[config.mk]
export PLATFORM = sky130hd
export DESIGN_NAME = slpb_cfg_regs
export DESIGN_NICKNAME = d
export VERILOG_FILES = /design/src/hdl/slpb_pkg.sv /design/src/hdl/slpb_cfg_regs.sv
export SDC_FILE = /design/constraint.sdc
export NUM_CORES = 1
export LEC_CHECK = 0
export BUFFER_PORTS_ARGS = -buffer_cell sky130_fd_sc_hd__buf_4
export CORE_MARGIN = 2
export CORE_UTILIZATION = 44
export DETAILED_ROUTE_END_ITERATION = 6
export GPL_ROUTABILITY_DRIVEN = 0
export PLACE_DENSITY_LB_ADDON = 0.05
export SETUP_SLACK_MARGIN = 0.05
export SYNTH_ARGS = -nofsm -noshare
export SYNTH_HDL_FRONTEND = slang
export SYNTH_SLANG_ARGS = --single-unit
export TNS_END_PERCENT = 100
[constraint.sdc]
create_clock -name clk_i -period 1.29 [get_ports clk_i]
set_clock_uncertainty 0.05 [all_clocks]
set_input_delay 0.129 -clock clk_i [delete_from_list [all_inputs] [get_ports clk_i]]
set_output_delay 0.129 -clock clk_i [all_outputs]
set_load 0.02 [all_outputs]
[src/hdl/slpb_pkg.sv]
`default_nettype none
package slpb_pkg;

  localparam int WAVE_TABLE_SIZE = 256;
  localparam int WAVE_IDX_BITS   = $clog2(WAVE_TABLE_SIZE);
  localparam int TIME_BITS       = 48;
  localparam int DIV_STEPS       = TIME_BITS + WAVE_IDX_BITS;
  localparam int CNT_BITS        = $clog2(DIV_STEPS + 1);
  localparam int LVL_BITS        = 24;
  localparam int REG_IDX_BITS    = 3;
  localparam int ADDR_BITS       = 5;

  localparam logic [23:0] GREEN_RGB = 24'h00FF00;

  // opcodes
  localparam logic [2:0] OP_SET_STATE  = 3'd0;
  localparam logic [2:0] OP_SET_HID    = 3'd1;
  localparam logic [2:0] OP_SET_LAYER  = 3'd2;
  localparam logic [2:0] OP_SET_SWITCH = 3'd3;
  localparam logic [2:0] OP_RENDER     = 3'd4;

  // state codes
  localparam logic [2:0] ST_WAIT      = 3'd0;
  localparam logic [2:0] ST_CONNECTED = 3'd1;
  localparam logic [2:0] ST_MIC_STRM  = 3'd2;
  localparam logic [2:0] ST_HID_PRESS = 3'd3;
  localparam logic [2:0] ST_MIC_PRESS = 3'd4;

  // register indexes
  localparam logic [REG_IDX_BITS-1:0] REG_PERIOD   = 3'd0;
  localparam logic [REG_IDX_BITS-1:0] REG_MIN      = 3'd1;
  localparam logic [REG_IDX_BITS-1:0] REG_MAX      = 3'd2;
  localparam logic [REG_IDX_BITS-1:0] REG_DURATION = 3'd3;
  localparam logic [REG_IDX_BITS-1:0] REG_FLASH    = 3'd4;
  localparam logic [REG_IDX_BITS-1:0] REG_CONN     = 3'd5;
  localparam logic [REG_IDX_BITS-1:0] REG_SOLID    = 3'd6;

  typedef enum logic [1:0] {
    MODE_DIRECT,
    MODE_SCALE,
    MODE_BREATH
  } mode_e;

  typedef struct packed {
    logic [23:0] period;
    logic [7:0]  min_lvl;
    logic [7:0]  max_lvl;
    logic [23:0] duration;
    logic [7:0]  flash_lvl;
    logic [7:0]  conn_lvl;
    logic [7:0]  solid_lvl;
  } cfg_t;

  typedef struct packed {
    logic       load;
    logic       div_step;
    logic       lvl_step;
    logic       mul_step;
    logic       scl_step;
    logic       emit;
    logic [1:0] ch_sel;
  } cmd_t;

  typedef struct packed {
    mode_e mode;
  } sts_t;

  typedef logic [15:0] wave_t [WAVE_TABLE_SIZE];

  localparam logic [63:0] ONE_Q30 = 64'd1 << 30;
  localparam logic [63:0] PI_Q30  = 64'd3373259426;

  // cos(u), u in [0, pi/2], Q30 in and out
  function automatic logic [63:0] cos_q30(input logic [63:0] u);
    logic [63:0] u2;
    logic [63:0] acc;
    u2  = (u * u) >> 30;
    acc = ONE_Q30;
    acc = ONE_Q30 - ((u2 * acc) >> 30) / 64'd132;
    acc = ONE_Q30 - ((u2 * acc) >> 30) / 64'd90;
    acc = ONE_Q30 - ((u2 * acc) >> 30) / 64'd56;
    acc = ONE_Q30 - ((u2 * acc) >> 30) / 64'd30;
    acc = ONE_Q30 - ((u2 * acc) >> 30) / 64'd12;
    acc = ONE_Q30 - ((u2 * acc) >> 30) / 64'd2;
    return acc;
  endfunction

  function automatic wave_t build_wave();
    wave_t       tab;
    logic [63:0] n;
    logic [63:0] j;
    logic [63:0] w;
    n = 64'(WAVE_TABLE_SIZE);
    for (int i = 0; i < WAVE_TABLE_SIZE; i++) begin
      j = (64'(i) <= n - 64'(i)) ? 64'(i) : n - 64'(i);
      if (4 * j <= n) begin
        w = ONE_Q30 - cos_q30((j * 64'd2 * PI_Q30) / WAVE_TABLE_SIZE);
      end else begin
        w = ONE_Q30 + cos_q30(((n - 64'd2 * j) * PI_Q30) / WAVE_TABLE_SIZE);
      end
      w = w >> 1;
      tab[i] = 16'((w + (64'd1 << 15)) >> 16);
    end
    return tab;
  endfunction

  localparam wave_t WAVE_TAB = build_wave();

  // floor(y / 255), exact for any 16-bit y below 255 * 256
  function automatic logic [7:0] div255(input logic [15:0] y);
    logic [31:0] p;
    p = 32'(y) * 32'h8081;
    return p[30:23];
  endfunction

endpackage
`default_nettype wire

[src/hdl/slpb_cfg_regs.sv]
`default_nettype none
module slpb_cfg_regs (
  input  wire logic                          clk_i,
  input  wire logic                          rst_ni,
  input  wire logic                          psel,
  input  wire logic                          penable,
  input  wire logic                          pwrite,
  input  wire logic [slpb_pkg::ADDR_BITS-1:0] paddr,
  input  wire logic [31:0]                   pwdata,
  output logic      [31:0]                   prdata,
  output logic                               pready,
  output slpb_pkg::cfg_t                     cfg_o
);

  slpb_pkg::cfg_t cfg_q;
  logic [slpb_pkg::REG_IDX_BITS-1:0] idx;
  logic wr;

  assign idx    = paddr[slpb_pkg::ADDR_BITS-1:2];
  assign wr     = psel & penable & pwrite;
  assign pready = 1'b1;
  assign cfg_o  = cfg_q;

  always_ff @(posedge clk_i or negedge rst_ni) begin
    if (!rst_ni) begin
      cfg_q.period    <= 24'd1500000;
      cfg_q.min_lvl   <= 8'd6;
      cfg_q.max_lvl   <= 8'd40;
      cfg_q.duration  <= 24'd200000;
      cfg_q.flash_lvl <= 8'd36;
      cfg_q.conn_lvl  <= 8'd20;
      cfg_q.solid_lvl <= 8'd24;
    end else if (wr) begin
      case (idx)
        slpb_pkg::REG_PERIOD:   cfg_q.period    <= pwdata[23:0];
        slpb_pkg::REG_MIN:      cfg_q.min_lvl   <= pwdata[7:0];
        slpb_pkg::REG_MAX:      cfg_q.max_lvl   <= pwdata[7:0];
        slpb_pkg::REG_DURATION: cfg_q.duration  <= pwdata[23:0];
        slpb_pkg::REG_FLASH:    cfg_q.flash_lvl <= pwdata[7:0];
        slpb_pkg::REG_CONN:     cfg_q.conn_lvl  <= pwdata[7:0];
        slpb_pkg::REG_SOLID:    cfg_q.solid_lvl <= pwdata[7:0];
        default: ;
      endcase
    end
  end

  always_comb begin
    case (idx)
      slpb_pkg::REG_PERIOD:   prdata = {8'd0, cfg_q.period};
      slpb_pkg::REG_MIN:      prdata = {24'd0, cfg_q.min_lvl};
      slpb_pkg::REG_MAX:      prdata = {24'd0, cfg_q.max_lvl};
      slpb_pkg::REG_DURATION: prdata = {8'd0, cfg_q.duration};
      slpb_pkg::REG_FLASH:    prdata = {24'd0, cfg_q.flash_lvl};
      slpb_pkg::REG_CONN:     prdata = {24'd0, cfg_q.conn_lvl};
      slpb_pkg::REG_SOLID:    prdata = {24'd0, cfg_q.solid_lvl};
      default:                prdata = 32'd0;
    endcase
  end

endmodule
`default_nettype wire

== Word-level counts from Yosys, hierarchy flattened ==
Index checks and enable logic that the tools add are counted.

* Flip-flop bits (word level): 88
* Output and inout port bits: 121

* Equality and inequality tests: 6
* Mux-type cells: 1
* Bitwise logic cells: 2
* Reduce and logical (&&, ||, !) cells: 8

{| class="wikitable"
|+ Operators by type and width
! cell !! number
|-
| $pmux 24 s7 || 1
|-
| $reduce_and 2->1 || 7
|-
| $eq 3x3->1 const B || 3
|-
| $eq 3x2->1 const B || 2
|-
| $eq 3x1->1 const B || 1
|-
| $logic_not 3->1 || 1
|-
| $and 1x1->1 || 2
|}

== Logic depth before layout (Yosys ltp) ==
* Depth in word-level cells: 3
* Mapped depth: 6

== Least setup slack after synthesis ==
Ideal clock, no wire load.

* Path type: input to output
* Start: in paddr[4] (netlist name)
* End: out prdata[2]
* Arrival: 1341 ps
* Data required time: 1111 ps
* Slack: -230 ps
* Stages: 6
* Buffers on the path: 3
* Cell sequence: buf_4 buf_4 buf_2 nor3b_1 a21oi_1 o21ai_0

* Word-level cells in the longest chain between the ends: 2
* Elaborated cells between the ends (all ways): 8
* Classes of those cells: eq/ne (6); mux (1); reduce/logical (1)

{| class="wikitable"
|+ RTL lines
! item !! RTL line !! RTL
|-
| start, declared || slpb_cfg_regs.sv:8 || <nowiki>input wire logic [slpb_pkg::ADDR_BITS-1:0] paddr,</nowiki>
|-
| $eq 3x3->1, or another cell as far along || slpb_cfg_regs.sv:48 || <nowiki>case (idx)</nowiki>
|-
| $pmux 24 s7 * || slpb_cfg_regs.sv:48 ||
|-
| end, declared || slpb_cfg_regs.sv:10 || <nowiki>output logic [31:0] prdata,</nowiki>
|}

Every way passes the cells marked *; elsewhere a longest branch is shown, timed or not.

== Worst setup path in the final report ==
* Start: reg cfg_q (netlist bit cfg_o[68])
* End: out prdata[4]

* Word-level cells in the longest chain between the ends: 1

{| class="wikitable"
|+ RTL lines
! item !! RTL line !! RTL
|-
| start, declared || slpb_cfg_regs.sv:15 || <nowiki>slpb_pkg::cfg_t cfg_q;</nowiki>
|-
| $pmux 24 s7 || slpb_cfg_regs.sv:48 ||
|}

Every way passes these cells.

==> reports/results.tsv <==
metric	value	unit
numCtsBuffers	9	
drc	0	
hold_viol_final	0	
nNetsFinal	604	
slew_violations	0	
worst_slew_pin_slew	0.514	ns
fp.dieW	103	um
cp_cell_sequence	mux4_2 > mux2_4 > buf_6	
fin_ws	-0.515	ns
hp-start	pwdata[4]	
hpwl	8360	um
grt_max_degree	31	
ctsRootBufferMaster	clkbuf_8	
r2r-end	cfg_o[20]	
whs_path_depth	2	
cp-end-kind	output port	
first_global_vias	3682	
register_area	2240	um^2
cpMaxStageDelayCell	mux4_2	
layout-drive-gt1-share	0.760	
multi_input_area	2210	um^2
cts_buffer_depth	2	
yosys.area_share.xor_xnor	0	
cp_slowest_stage_delay	0.45	ns
wirelength	12800	um
antenna_found_initial	0	
die_area	10700	um^2
yosysWarnings	0	
period_minus_slack	1.80	ns
grt_pass1_wl	19100	um
ys_types	29	
antenna_left	0	
syn_inst	315	
synthSimpleGateAreaFrac	0.0837	
grt_usage	0.234	
holdWs	0.0240	ns
rsz0062_at_grt	true	
peakVddDrop	0.891	mV
total_power	10300	uW
max-cap-violations	0	
ys_seq_area_frac	0.514	
h-tree-depth	3	
cp_max_fo	2	
vias_per_cell	5.09	
async_flop_share	1.00	
status	finished, violations left	
start_kind	register	
clock-sinks	88	
worstRegToRegCells	3	
start_util	0.449	
synth_adder_area_share	0	
r2r_start	cfg_o[20]	
relSlewSlack	0.657	
syn_area_per_cell	13.8	um^2
grt_overflow	0	
port-buffer-count	143	
rows	36	
io_pins	163	
synth_compound_area_frac	0.0630	
cts.clk_slew.worst_paths	0.08	ns
syn_to_final_growth	68.3	%
fillers	631	
finalSetupViolations	31	
wl_per_cell	18.3	um
synth_mux_area_frac	0.289	
route.vias.total	3561	
synth_top_family_by_area	multiplexers	
largest_register_ffs	88	
syn_area	4350	um^2
core-area	9680	um^2
synth_edf_count	0	
synth-seq-cells	88	
drt_first_iter_violations	77	
tns	-4.03	ns
p_per_area	1410	nW/um^2
dr.pass1.iters	6	
leakage	0.00342	uW
period_share	1.40	
clkLatencyLatePin	0.34	ns
path_class	reg2out	
min_to	cfg_o[28]	
violations	setup timing	
critPathArrivalTime	1.63	ns
die_h	103	um
max_clock_freq	554	MHz
n_antenna_cell	0	
hold_path_class	in2reg	
ys.flop_type	dfrtp_1	
crit_required	1.11	ns
fin_cells	700	
tritoncts	built	
place_inst	622	
r2r_slack	0.22	ns
## placed cells by master, fill, tap and decap left out, drive strengths merged
cell,n
nand4b,8
and2,1
clkinvlp,1
bufinv,2
or2,1
mux2i,8
mux4,1
clkbuf,11
dfrtp,62
o221a,7
a22oi,16
buf,238
dlygate4sd3,20
nand2b,2
a21oi,7
nand4,1
nand3b,1
mux2,96
conb,9
clkinv,2
nand2,8
o21ai,8
nor2,24
nor3b,7
dfstp,26
## layer usage
metal / part of all wire / track usage / up-vias
li1: - / - / 1626
met1: 0.45 / 0.335 / 1798
met2: 0.49 / 0.372 / 127
met3: 0.050 / 0.0470 / 10
met4: 0.0097 / 0.0496 / 0
met5: 0 / 0 / -
## layout make-up
type / count / area share
multi-input combinational: 205 / 0.301
timing repair buffer: 258 / 0.341
clock inverter: 5 / 0.0111
sequential: 88 / 0.306
tap: 133 / 0.0227
clock buffer: 11 / 0.0179
## stage by stage
| step | worst slack [ns] | instance area [um^2] | util |
|---|---|---|---|
| 2_1_floorplan | -0.0903 | 4570 | - |
| 3_3_place_gp | -0.267 | 6110 | 0.630 |
| 3_5_place_dp | -0.275 | 6110 | 0.630 |
| 4_1_cts | -0.524 | 7040 | 0.727 |
| 5_1_grt | -0.578 | 7320 | 0.756 |
| 6_report | -0.515 | 7320 | 0.756 |
## where the power goes
part	internal [uW]	total, uW	switching, uW
Combinational	2490	4360	1870
Clock	1090	2090	991
Sequential	3420	3910	484
Total	7000	10300	3350
## repair_timing
action / in CTS / in global routing
setup endpoints to repair: 34 / 69
gates cloned: 0 / 0
hold buffers: 20 / 0
buffers inserted: 33 / 17
gates resized for setup: 72 / 57
pin swaps: 10 / 15
endpoints found under the hold margin: 100 / 0
## worst max path at each step
stage          cells after the start  slack [ns]   endpoint      start
6_report                           3       -0.51  prdata[4]  cfg_o[68]
3_5_place_dp                       5       -0.27  cfg_o[87]   paddr[2]
5_1_grt                            3       -0.58  prdata[4]  cfg_o[20]
3_3_place_gp                       5       -0.27  cfg_o[74]   paddr[2]
2_1_floorplan                      2       -0.09  prdata[4]  cfg_o[20]
4_1_cts                            3       -0.52  prdata[4]  cfg_o[20]
## logic make-up (layout without fill, tap and decap cells)
| group | Yosys count | in the layout |
|---|---|---|
| DFF | 88 | 88 |
| and+or+nand+nor | 53 | 53 |
| AOI/OAI and AO/OA | 38 | 38 |
| other | 2 | 9 |
| muxes | 105 | 105 |
| buffers and inverters | 29 | 274 |
## cells in the mapped netlist (2+ instances only)
library cell | instances | area (um^2)
buf_12 | 2 | 40.0
mux2_1 | 21 | 236
mux2_4 | 20 | 300
conb_1 | 2 | 7.51
dfrtp_1 | 62 | 1550
buf_6 | 2 | 22.5
clkbuf_1 | 6 | 22.5
mux2_2 | 55 | 619
nor3b_1 | 7 | 52.6
buf_4 | 13 | 97.6
a22oi_1 | 16 | 120
nor2_4 | 6 | 67.6
a21oi_1 | 7 | 35.0
nand2_1 | 8 | 30.0
buf_2 | 6 | 30.0
nand2b_1 | 2 | 12.5
o21ai_0 | 8 | 40.0
nand4b_1 | 7 | 61.3
mux2i_1 | 8 | 80.1
dfstp_2 | 26 | 683
o221a_2 | 7 | 78.8
nor2_1 | 17 | 63.8
## worst max-delay path, delay by kind of cell (launching register included)
kind	cells	cell delay (ns)
buf+inv	1	0.13
mux	2	0.74
flops	1	0.41
Power figures use the tool's default switching activity.
