## config.mk

```make
export PLATFORM = sky130hd
export DESIGN_NAME = slpb_ctrl
export DESIGN_NICKNAME = d
export VERILOG_FILES = /design/src/hdl/slpb_pkg.sv /design/src/hdl/slpb_ctrl.sv
export SDC_FILE = /design/constraint.sdc
export NUM_CORES = 1
export LEC_CHECK = 0
export BUFFER_PORTS_ARGS = -buffer_cell sky130_fd_sc_hd__buf_2
export CORE_MARGIN = 2
export CORE_UTILIZATION = 50
export DETAILED_ROUTE_END_ITERATION = 10
export GPL_TIMING_DRIVEN = 0
export HOLD_SLACK_MARGIN = 0.03
export MAX_ROUTING_LAYER = met4
export PLACE_DENSITY = 0.77
export SYNTH_ARGS = -nofsm -noshare
export SYNTH_HDL_FRONTEND = slang
export SYNTH_SLANG_ARGS = --single-unit
```

## constraint.sdc

```tcl
create_clock -name clk_i -period 1.2 [get_ports clk_i]
set_input_delay 0.18 -clock clk_i [delete_from_list [all_inputs] [get_ports clk_i]]
set_output_delay 0.18 -clock clk_i [all_outputs]
set_load 0.05 [all_outputs]
```

## src/hdl/slpb_pkg.sv

```systemverilog
`default_nettype none
package slpb_pkg;

  localparam int WAVE_TABLE_SIZE = 256;
  localparam int WAVE_IDX_BITS   = $clog2(WAVE_TABLE_SIZE);
  localparam int TIME_BITS       = 48;
  localparam int DIV_STEPS       = TIME_BITS + WAVE_IDX_BITS;
  localparam int CNT_BITS        = $clog2(DIV_STEPS + 1);
  localparam int LVL_BITS        = 24;
  localparam int REG_IDX_BITS    = 3;
  localparam int ADDR_BITS       = 5;

  localparam logic [23:0] GREEN_RGB = 24'h00FF00;

  // opcodes
  localparam logic [2:0] OP_SET_STATE  = 3'd0;
  localparam logic [2:0] OP_SET_HID    = 3'd1;
  localparam logic [2:0] OP_SET_LAYER  = 3'd2;
  localparam logic [2:0] OP_SET_SWITCH = 3'd3;
  localparam logic [2:0] OP_RENDER     = 3'd4;

  // state codes
  localparam logic [2:0] ST_WAIT      = 3'd0;
  localparam logic [2:0] ST_CONNECTED = 3'd1;
  localparam logic [2:0] ST_MIC_STRM  = 3'd2;
  localparam logic [2:0] ST_HID_PRESS = 3'd3;
  localparam logic [2:0] ST_MIC_PRESS = 3'd4;

  // register indexes
  localparam logic [REG_IDX_BITS-1:0] REG_PERIOD   = 3'd0;
  localparam logic [REG_IDX_BITS-1:0] REG_MIN      = 3'd1;
  localparam logic [REG_IDX_BITS-1:0] REG_MAX      = 3'd2;
  localparam logic [REG_IDX_BITS-1:0] REG_DURATION = 3'd3;
  localparam logic [REG_IDX_BITS-1:0] REG_FLASH    = 3'd4;
  localparam logic [REG_IDX_BITS-1:0] REG_CONN     = 3'd5;
  localparam logic [REG_IDX_BITS-1:0] REG_SOLID    = 3'd6;

  typedef enum logic [1:0] {
    MODE_DIRECT,
    MODE_SCALE,
    MODE_BREATH
  } mode_e;

  typedef struct packed {
    logic [23:0] period;
    logic [7:0]  min_lvl;
    logic [7:0]  max_lvl;
    logic [23:0] duration;
    logic [7:0]  flash_lvl;
    logic [7:0]  conn_lvl;
    logic [7:0]  solid_lvl;
  } cfg_t;

  typedef struct packed {
    logic       load;
    logic       div_step;
    logic       lvl_step;
    logic       mul_step;
    logic       scl_step;
    logic       emit;
    logic [1:0] ch_sel;
  } cmd_t;

  typedef struct packed {
    mode_e mode;
  } sts_t;

  typedef logic [15:0] wave_t [WAVE_TABLE_SIZE];

  localparam logic [63:0] ONE_Q30 = 64'd1 << 30;
  localparam logic [63:0] PI_Q30  = 64'd3373259426;

  // cos(u), u in [0, pi/2], Q30 in and out
  function automatic logic [63:0] cos_q30(input logic [63:0] u);
    logic [63:0] u2;
    logic [63:0] acc;
    u2  = (u * u) >> 30;
    acc = ONE_Q30;
    acc = ONE_Q30 - ((u2 * acc) >> 30) / 64'd132;
    acc = ONE_Q30 - ((u2 * acc) >> 30) / 64'd90;
    acc = ONE_Q30 - ((u2 * acc) >> 30) / 64'd56;
    acc = ONE_Q30 - ((u2 * acc) >> 30) / 64'd30;
    acc = ONE_Q30 - ((u2 * acc) >> 30) / 64'd12;
    acc = ONE_Q30 - ((u2 * acc) >> 30) / 64'd2;
    return acc;
  endfunction

  function automatic wave_t build_wave();
    wave_t       tab;
    logic [63:0] n;
    logic [63:0] j;
    logic [63:0] w;
    n = 64'(WAVE_TABLE_SIZE);
    for (int i = 0; i < WAVE_TABLE_SIZE; i++) begin
      j = (64'(i) <= n - 64'(i)) ? 64'(i) : n - 64'(i);
      if (4 * j <= n) begin
        w = ONE_Q30 - cos_q30((j * 64'd2 * PI_Q30) / WAVE_TABLE_SIZE);
      end else begin
        w = ONE_Q30 + cos_q30(((n - 64'd2 * j) * PI_Q30) / WAVE_TABLE_SIZE);
      end
      w = w >> 1;
      tab[i] = 16'((w + (64'd1 << 15)) >> 16);
    end
    return tab;
  endfunction

  localparam wave_t WAVE_TAB = build_wave();

  // floor(y / 255), exact for any 16-bit y below 255 * 256
  function automatic logic [7:0] div255(input logic [15:0] y);
    logic [31:0] p;
    p = 32'(y) * 32'h8081;
    return p[30:23];
  endfunction

endpackage
`default_nettype wire

```

## src/hdl/slpb_ctrl.sv

```systemverilog
`default_nettype none
module slpb_ctrl (
  input  wire logic           clk_i,
  input  wire logic           rst_ni,
  input  wire logic           in_valid_i,
  input  wire logic [2:0]     opcode_i,
  output logic                in_ready_o,
  output logic                out_valid_o,
  input  wire logic           out_ready_i,
  input  wire slpb_pkg::sts_t sts_i,
  output slpb_pkg::cmd_t      cmd_o
);

  typedef enum logic [2:0] {
    S_IDLE,
    S_DECIDE,
    S_DIV,
    S_LVL,
    S_MUL,
    S_SCL,
    S_OUT
  } state_e;

  state_e                      state_q;
  logic [slpb_pkg::CNT_BITS-1:0] cnt_q;
  logic [1:0]                  ch_q;
  logic                        out_valid_q;
  logic                        accept;
  logic                        out_free;

  assign in_ready_o  = (state_q == S_IDLE);
  assign accept      = in_valid_i & in_ready_o;
  assign out_valid_o = out_valid_q;
  assign out_free    = ~out_valid_q | out_ready_i;

  always_comb begin
    cmd_o          = '0;
    cmd_o.load     = accept;
    cmd_o.div_step = (state_q == S_DIV);
    cmd_o.lvl_step = (state_q == S_LVL);
    cmd_o.mul_step = (state_q == S_MUL);
    cmd_o.scl_step = (state_q == S_SCL);
    cmd_o.emit     = (state_q == S_OUT) & out_free;
    cmd_o.ch_sel   = ch_q;
  end

  always_ff @(posedge clk_i or negedge rst_ni) begin
    if (!rst_ni) begin
      state_q     <= S_IDLE;
      cnt_q       <= '0;
      ch_q        <= '0;
      out_valid_q <= 1'b0;
    end else begin
      if (state_q == S_OUT && out_free) begin
        out_valid_q <= 1'b1;
      end else if (out_ready_i) begin
        out_valid_q <= 1'b0;
      end
      case (state_q)
        S_IDLE: begin
          if (accept && opcode_i == slpb_pkg::OP_RENDER) state_q <= S_DECIDE;
        end
        S_DECIDE: begin
          cnt_q <= '0;
          ch_q  <= '0;
          case (sts_i.mode)
            slpb_pkg::MODE_BREATH: state_q <= S_DIV;
            slpb_pkg::MODE_SCALE:  state_q <= S_MUL;
            default:               state_q <= S_OUT;
          endcase
        end
        S_DIV: begin
          cnt_q <= cnt_q + 1'b1;
          if (cnt_q == slpb_pkg::CNT_BITS'(slpb_pkg::DIV_STEPS - 1)) state_q <= S_LVL;
        end
        S_LVL: state_q <= S_MUL;
        S_MUL: state_q <= S_SCL;
        S_SCL: begin
          if (ch_q == 2'd2) begin
            state_q <= S_OUT;
          end else begin
            ch_q    <= ch_q + 1'b1;
            state_q <= S_MUL;
          end
        end
        S_OUT: begin
          if (out_free) state_q <= S_IDLE;
        end
        default: state_q <= S_IDLE;
      endcase
    end
  end

endmodule
`default_nettype wire

```

Yosys cells after proc, flatten, opt, wreduce, memory -nomap -nowiden
Index checks and enable logic that the tools add are counted.
Widths: inputs -> output; s select.

storage, ports and cells
  register bits after elaboration = 12
  input bits = 9
  output and inout port bits = 10
  word-level logic and storage cells = 44

operators by class
  add/sub/neg operators = 2
  eq/ne operators = 15
  multiplexer cells = 11
  bitwise logic cells = 4
  reductions and logical operators = 8

operator list
  kind                 number
  $pmux 3 s7           1
  $eq 3x3->1 const B   4
  $pmux 6 s2           1
  $mux 3               3
  $add 6x1->6 const B  1
  $eq 3x2->1 const B   2
  $eq 6x6->1 const B   1
  $pmux 3 s2           1
  $reduce_bool 2->1    3
  $eq 2x2->1 const B   2
  $mux 2               2
  $ne 2x1->1 const B   2
  $ne 2x2->1 const B   2
  $pmux 2 s2           1
  $eq 3x1->1 const B   1
  $logic_not 3->1      1
  $reduce_and 3->1     1
  $add 2x1->2 const B  1
  $and 1x1->1          2
  $eq 2x1->1 const B   1
  $logic_and 1x1->1    2
  $mux 1               2
  $reduce_and 2->1     1
  $not 1->1            1
  $or 1x1->1           1

Longest topological paths before layout
Gate-level depths: netlist of run 1.

  depth in word-level cells = 5
  depth in mapped cells = 5
  depth with buffers taken out = 5

Worst setup path before layout of run 1
Ideal clock, no wire load.

  path kind = register to output
  from = register state_q[1]
  to = output cmd_o[7] (netlist name)
  arrival = 2.147 ns
  data required time = 1.020 ns
  path slack = -1.127 ns
  cell stages (with the launch flop) = 5
  path buffers = 2
  cells stage by stage = dfrtp_1 -> buf_4 -> nor3_1 -> and2_1 -> buf_4

between the ends
  word-level cells in the longest chain between the ends = 2

RTL lines
  item                    line             RTL
  from (decl)             slpb_ctrl.sv:24  state_e state_q;
  from (signal assigned)  slpb_ctrl.sv:49  state_q <= S_IDLE;
  from (signal assigned)  slpb_ctrl.sv:61  if (accept && opcode_i == slpb_pkg::OP_RENDER) state_q <= S_DECIDE;
  from (signal assigned)  slpb_ctrl.sv:67  slpb_pkg::MODE_BREATH: state_q <= S_DIV;
  $logic_not 3->1         slpb_ctrl.sv:31  assign in_ready_o = (state_q == S_IDLE);
  via in_ready_o          slpb_ctrl.sv:7   output logic in_ready_o,
  $and 1x1->1             slpb_ctrl.sv:32  assign accept = in_valid_i & in_ready_o;
  to (decl)               slpb_ctrl.sv:11  output slpb_pkg::cmd_t cmd_o

The timed path passes the listed nets, and every way through them passes these cells.

Worst setup path in the final report of run 1
  from = register state_q[0]
  to = output cmd_o[7] (netlist name)

between the ends
  word-level cells in the longest chain between the ends = 2

RTL lines
  item             line
  $logic_not 3->1  slpb_ctrl.sv:31
  $and 1x1->1      slpb_ctrl.sv:32

No other way between the ends.

==> results.cfg, run 1 <==
[floorplanning]
die_w_um = 43.1
ioPinCount = 19
dieArea_um2 = 1860
die_h_um = 43.1
core_region_area_um2 = 1470
row_count = 14
initial_core_util_pct = 52.0

[route]
antenna_left = 0
drt-pass1-iter-count = 4
drt-initial-drc-count = 48
drc = 0
routed_via_density = 6.73
wl_per_cell_um = 22.3
vias = 915
finalWirelength_mm = 3.04

[place]
place_ws_ns = -0.363
portBuffers = 18
dp_hpwl_mm = 1.27
placed_cell_area_um2 = 956
gp_congestion = 0.816
place_inst = 119

[timing]
fin_setup_tns_ns = -3.30
min_period_ns = 1.61
relSlewSlack_pct = 76.3
clock_skew_ns = 0.00386
rsz0062_at_grt = yes
finalMaxSlewViolations = 0
finalCritPeriodShare_pct = 134
max_freq_ghz = 0.620
setup_ws_ns = -0.413
worst_hold_slack_ns = 0.225
finalHoldViolCount = 0
setup_viol = 18
tightest_slew_ns = 0.356

[synth]
synth_flop_cell = dfrtp_1
syn_nets = 96
synth_top_area_cell = dfrtp_1
syn_area_per_cell_um2 = 9.01
synth_edf_count = 0
synthTopCellsByCount = dfrtp_1, o21ai_0
yosys-top-cells-area = dfrtp_1, o21ai_0, nor4b_1, and2_1, ha_1
seq_area_frac_synth_pct = 39.2
syn_inst = 85
ys_warn_count = 0
yosysTopAreaCellShare_pct = 39.2
syn_area_um2 = 766
synth_cell_types = 36
async_reset_ff_share_pct = 100
synth_seq_cells = 12

[critical_path]
regToRegSetupSlack_ns = -0.15
start_kind = register
arrival_ns = 1.43
r2r-start = state_q[0]$_DFFE_PN0P_
end_kind = output pin
crit_type = register to output pin
crit_start = state_q[0]$_DFFE_PN0P_
r2r-end = cnt_q[4]$_DFFE_PN0P_
r2r_cells = 6
cp.required_ns = 1.02
cp-endpoint = cmd_o[7]
crit_fanout = 4

[clocking]
clockRootBuffer = clkbuf_4
clock_latency_ns = 0.28
cts_buffers = 3
path_clk_slew_ns = 0.09
cts_max_path_buffers = 2
cts.sinks = 12
htree_levels = 1
cts_tree = yes

[finish]
fin_util_pct = 91.6
diodes = 0
fillers = 59
stdcell_count = 136
design_area_um2 = 1350
drive_gt1_share_pct = 63.3
nNetsFinal = 132
areaGrowthSynthToFinish_pct = 76.0

[power]
finalPower_mw = 3.77
p_leak_nw = 0.568
power.density_nw_per_um2 = 2790
ir_drop_uv = 2300

[global_routing]
groute.usage.overall_pct = 27.7
grt_pass1_wl_mm = 3.69
grt_remaining_overflow = 0
grt_pass1_vias = 812
grt_max_degree = 13
antenna_found_initial = 0

[outcome]
outcome = finished, violations left
violations = setup timing

[worst_hold_path]
hp-start = out_ready_i
hold_path_class = primary input to register

[run]
cap_violations = 0
report_power, final:
group,leakage (nW),switching (mW),internal (mW)
clock,0.0150,0.153,0.129
sequential,0.147,0.205,0.552
combinational,0.407,1.50,1.22
total,0.568,1.86,1.91
critical path, stage by stage, from the launching register on:
cell and delay [ns]:
dfrtp_1 0.46, buf_6 0.17, nor3_4 0.21, and2_4 0.18, buf_8 0.14
state kept, by name (all words and copies together), names as in the netlist:
signal and cells:
out_valid_o 1, state_q 3, cnt_q 6, ch_q 2
cell families after synthesis:
family	count (synthesis)	synth area share, %
and+or+nand+nor	32	27.3
DFF	12	39.2
AOI/OAI and AO/OA	27	22.1
muxes	1	1.47
adders and majority gates	2	3.27
buffers and inverters	11	6.70
repair_timing:
action	CTS	global route
buffers inserted	10	4
hold buffers	1	0
resized for setup	39	32
cloned	0	1
setup endpoints to repair	11	18
pin swaps	8	10
hold endpoints to repair	12	0
worst min-delay path by stage:
stage | to | slack, ns | depth (start not counted)
5_1_grt | out_valid_o$_DFFE_PN0P_ | 0.26 | 3
3_5_place_dp | state_q[2]$_DFFE_PN0P_ | 0.08 | 1
4_1_cts | out_valid_o$_DFFE_PN0P_ | 0.21 | 3
2_1_floorplan | ch_q[0]$_DFFE_PN0P_ | -0.12 | 0
6_report | out_valid_o$_DFFE_PN0P_ | 0.22 | 3
3_3_place_gp | state_q[2]$_DFFE_PN0P_ | 0.07 | 1
metal layers:
| layer | routed length, um | vias to the layer above | track usage (%) | part of all wire [%] |
|---|---|---|---|---|
| met5 | 0 | - | - | 0 |
| met4 | 152 | 0 | 12.1 | 5.0 |
| met3 | 250 | 16 | 2.55 | 8.2 |
| met2 | 1410 | 61 | 40.9 | 46 |
| met1 | 1230 | 449 | 38.5 | 40 |
| li1 | - | 389 | - | - |
placed cells by master, fill, tap and decap left out, types with 2 or more instances in the layout:
cell / instances
nand2_1: 2
dfrtp_2: 5
buf_4: 6
inv_1: 2
and2_4: 3
nor4b_4: 3
o21ai_0: 5
buf_8: 2
dfrtp_1: 7
nor2_4: 2
clkbuf_4: 3
nand4_1: 2
buf_12: 2
buf_6: 13
o21ai_1: 8
inv_2: 2
nor3_4: 3
nand2b_4: 2
buf_2: 12
a41oi_2: 2
nor3b_4: 2
a21oi_1: 4
layout make-up:
type                    count  area, um^2  area share, %
plain buffers               5        46.3           3.44
clock buffers               4        26.3           1.95
inverters                   5        21.3           1.58
multi-input cells          62         617           45.8
flip-flops and latches     12         307           22.7
well taps                  16        20.0           1.49
repair buffers             32         310           23.0
Note: power is estimated with default switching activity, not from simulation.
==> inputs of run 2 (changes only) <==
- CTS_CLUSTER_SIZE: default -> 40
- PLACE_DENSITY: 0.77 -> 0.76
==> results.cfg, run 2 (synthesis gave the netlist of run 1 again) <==
[outcome]
outcome = finished, violations left
violations = setup timing

[clocking]
cts_max_path_buffers = 2
path_clk_slew_ns = 0.09
clockRootBuffer = clkbuf_4
htree_levels = 1
cts.sinks = 12
cts_tree = yes
clock_latency_ns = 0.29
cts_buffers = 3

[finish]
top_regs = cnt_q x6, state_q x3, ch_q x2
top_register = cnt_q
areaGrowthSynthToFinish_pct = 83.8
largest_register_ffs = 6
stdcell_count = 143
design_area_um2 = 1410
nNetsFinal = 139
diodes = 0
final_cell_mix = buf_6, buf_2, buf_4, o21ai_1
drive_gt1_share_pct = 66.1
final_common_cell = buf_6

[worst_hold_path]
hold_path_class = primary input to register

[route]
finalWirelength_mm = 3.49
drt-pass1-iter-count = 4
routed_via_density = 6.87
drc = 0
antenna_left = 0
wl_per_cell_um = 24.4
drt-initial-drc-count = 86
vias = 983

[place]
dp_hpwl_mm = 1.29
gp_congestion = 0.782
placed_cell_area_um2 = 956
portBuffers = 18
place_inst = 119

[timing]
setup_ws_ns = -0.412
worst_hold_slack_ns = 0.214
clock_skew_ns = 0.000911
finalHoldViolCount = 0
setup_viol = 18
finalCritPeriodShare_pct = 134
finalMaxSlewViolations = 0
tightest_slew_ns = 0.316
min_period_ns = 1.61
max_freq_ghz = 0.620
relSlewSlack_pct = 78.6
rsz0062_at_grt = yes

[global_routing]
grt_max_degree = 13
gr-usage-met1_pct = 36.6
grtUsageMet2_pct = 46.0
antenna_found_initial = 0
met3_usage_pct = 4.68
busiest_layer = met2
grt_pass1_vias = 858
groute.usage.overall_pct = 28.7
grt_pass1_wl_mm = 3.83
grt_remaining_overflow = 0

[floorplanning]
row_count = 14
die_w_um = 43.1
core_region_area_um2 = 1470
ioPinCount = 19
initial_core_util_pct = 52.0
die_h_um = 43.1
dieArea_um2 = 1860

[critical_path]
crit_fanout = 3
arrival_ns = 1.43
start_kind = register
end_kind = output pin
cp.required_ns = 1.02
crit_type = register to output pin

[run]
cap_violations = 0

[power]
ir_drop_uv = 2330
p_leak_nw = 0.607
power.density_nw_per_um2 = 2890
-- run 2: cell types whose count changed in the layout (fill, tap and decap cells not counted), moves of 2 or more --
cell,change
buf_6,+5
buf_4,+3
buf_8,+3
buf_12,-2
-- run 2: final cells by class --
cell class                 instances  area (um^2)
inverter                           5         21.3
tap                               16         20.0
clock buffer                       4         36.3
sequential                        12          308
multi-input combinational         62          612
buffer                             4         45.0
timing repair buffer              40          365
fill                              32         63.8
-- run 2: power breakdown --
group          internal, mW  switching [mW]  total (mW)
Combinational          1.34            1.59        2.93
Clock                 0.185           0.164       0.349
Sequential            0.557           0.229       0.786
Total                  2.08            1.99        4.06
-- run 2: worst paths after layout --
kind,start,to,slack [ns],depth (start not counted)
min reg2reg,ch_q[1]$_DFFE_PN0P_,ch_q[1]$_DFFE_PN0P_,0.58,1
min in group asynchronous,rst_ni,cnt_q[3]$_DFFE_PN0P_,0.35,2
min,out_ready_i,out_valid_o$_DFFE_PN0P_,0.21,3
max in group asynchronous,rst_ni,state_q[0]$_DFFE_PN0P_,0.61,2
max reg2reg,state_q[2]$_DFFE_PN0P_,state_q[0]$_DFFE_PN0P_,-0.38,6
max,state_q[2]$_DFFE_PN0P_,cmd_o[2],-0.41,4
-- run 2: per-stage QoR --
| step | setup TNS, ns | power, mW | utilization, % | setup WS [ns] |
|---|---|---|---|---|
| 3_5_place_dp | -0.969 | 2.32 | 65.0 | -0.344 |
| 4_1_cts | -2.61 | 3.32 | 84.4 | -0.366 |
| 2_1_floorplan | -0.647 | 1.99 | - | -0.367 |
| 6_report | -4.25 | 4.06 | 95.7 | -0.412 |
| 3_3_place_gp | -0.878 | 2.30 | 65.0 | -0.335 |
| 5_1_grt | -4.75 | 4.15 | 95.7 | -0.441 |
-- run 2: metal layers --
metal	vias up	part of all wire, %
li1	405	-
met1	470	38
met2	86	47
met3	22	9.4
met4	0	5.8
met5	-	0
-- run 2: worst max-delay path, stage by stage (launching register included) --
cell and delay (ns):
dfrtp_1 0.43, inv_2 0.07, or3_4 0.39, nor2_4 0.09
buf_6 0.16
-- run 2: repair_timing --
| action | CTS | global route |
|---|---|---|
| setup buffers | 14 | 8 |
| resized for setup | 46 | 34 |
| endpoints found under the setup margin | 12 | 18 |
| pin swaps | 6 | 11 |
| cloned | 1 | 0 |
| hold buffers | 1 | 0 |
| endpoints found under the hold margin | 12 | 0 |
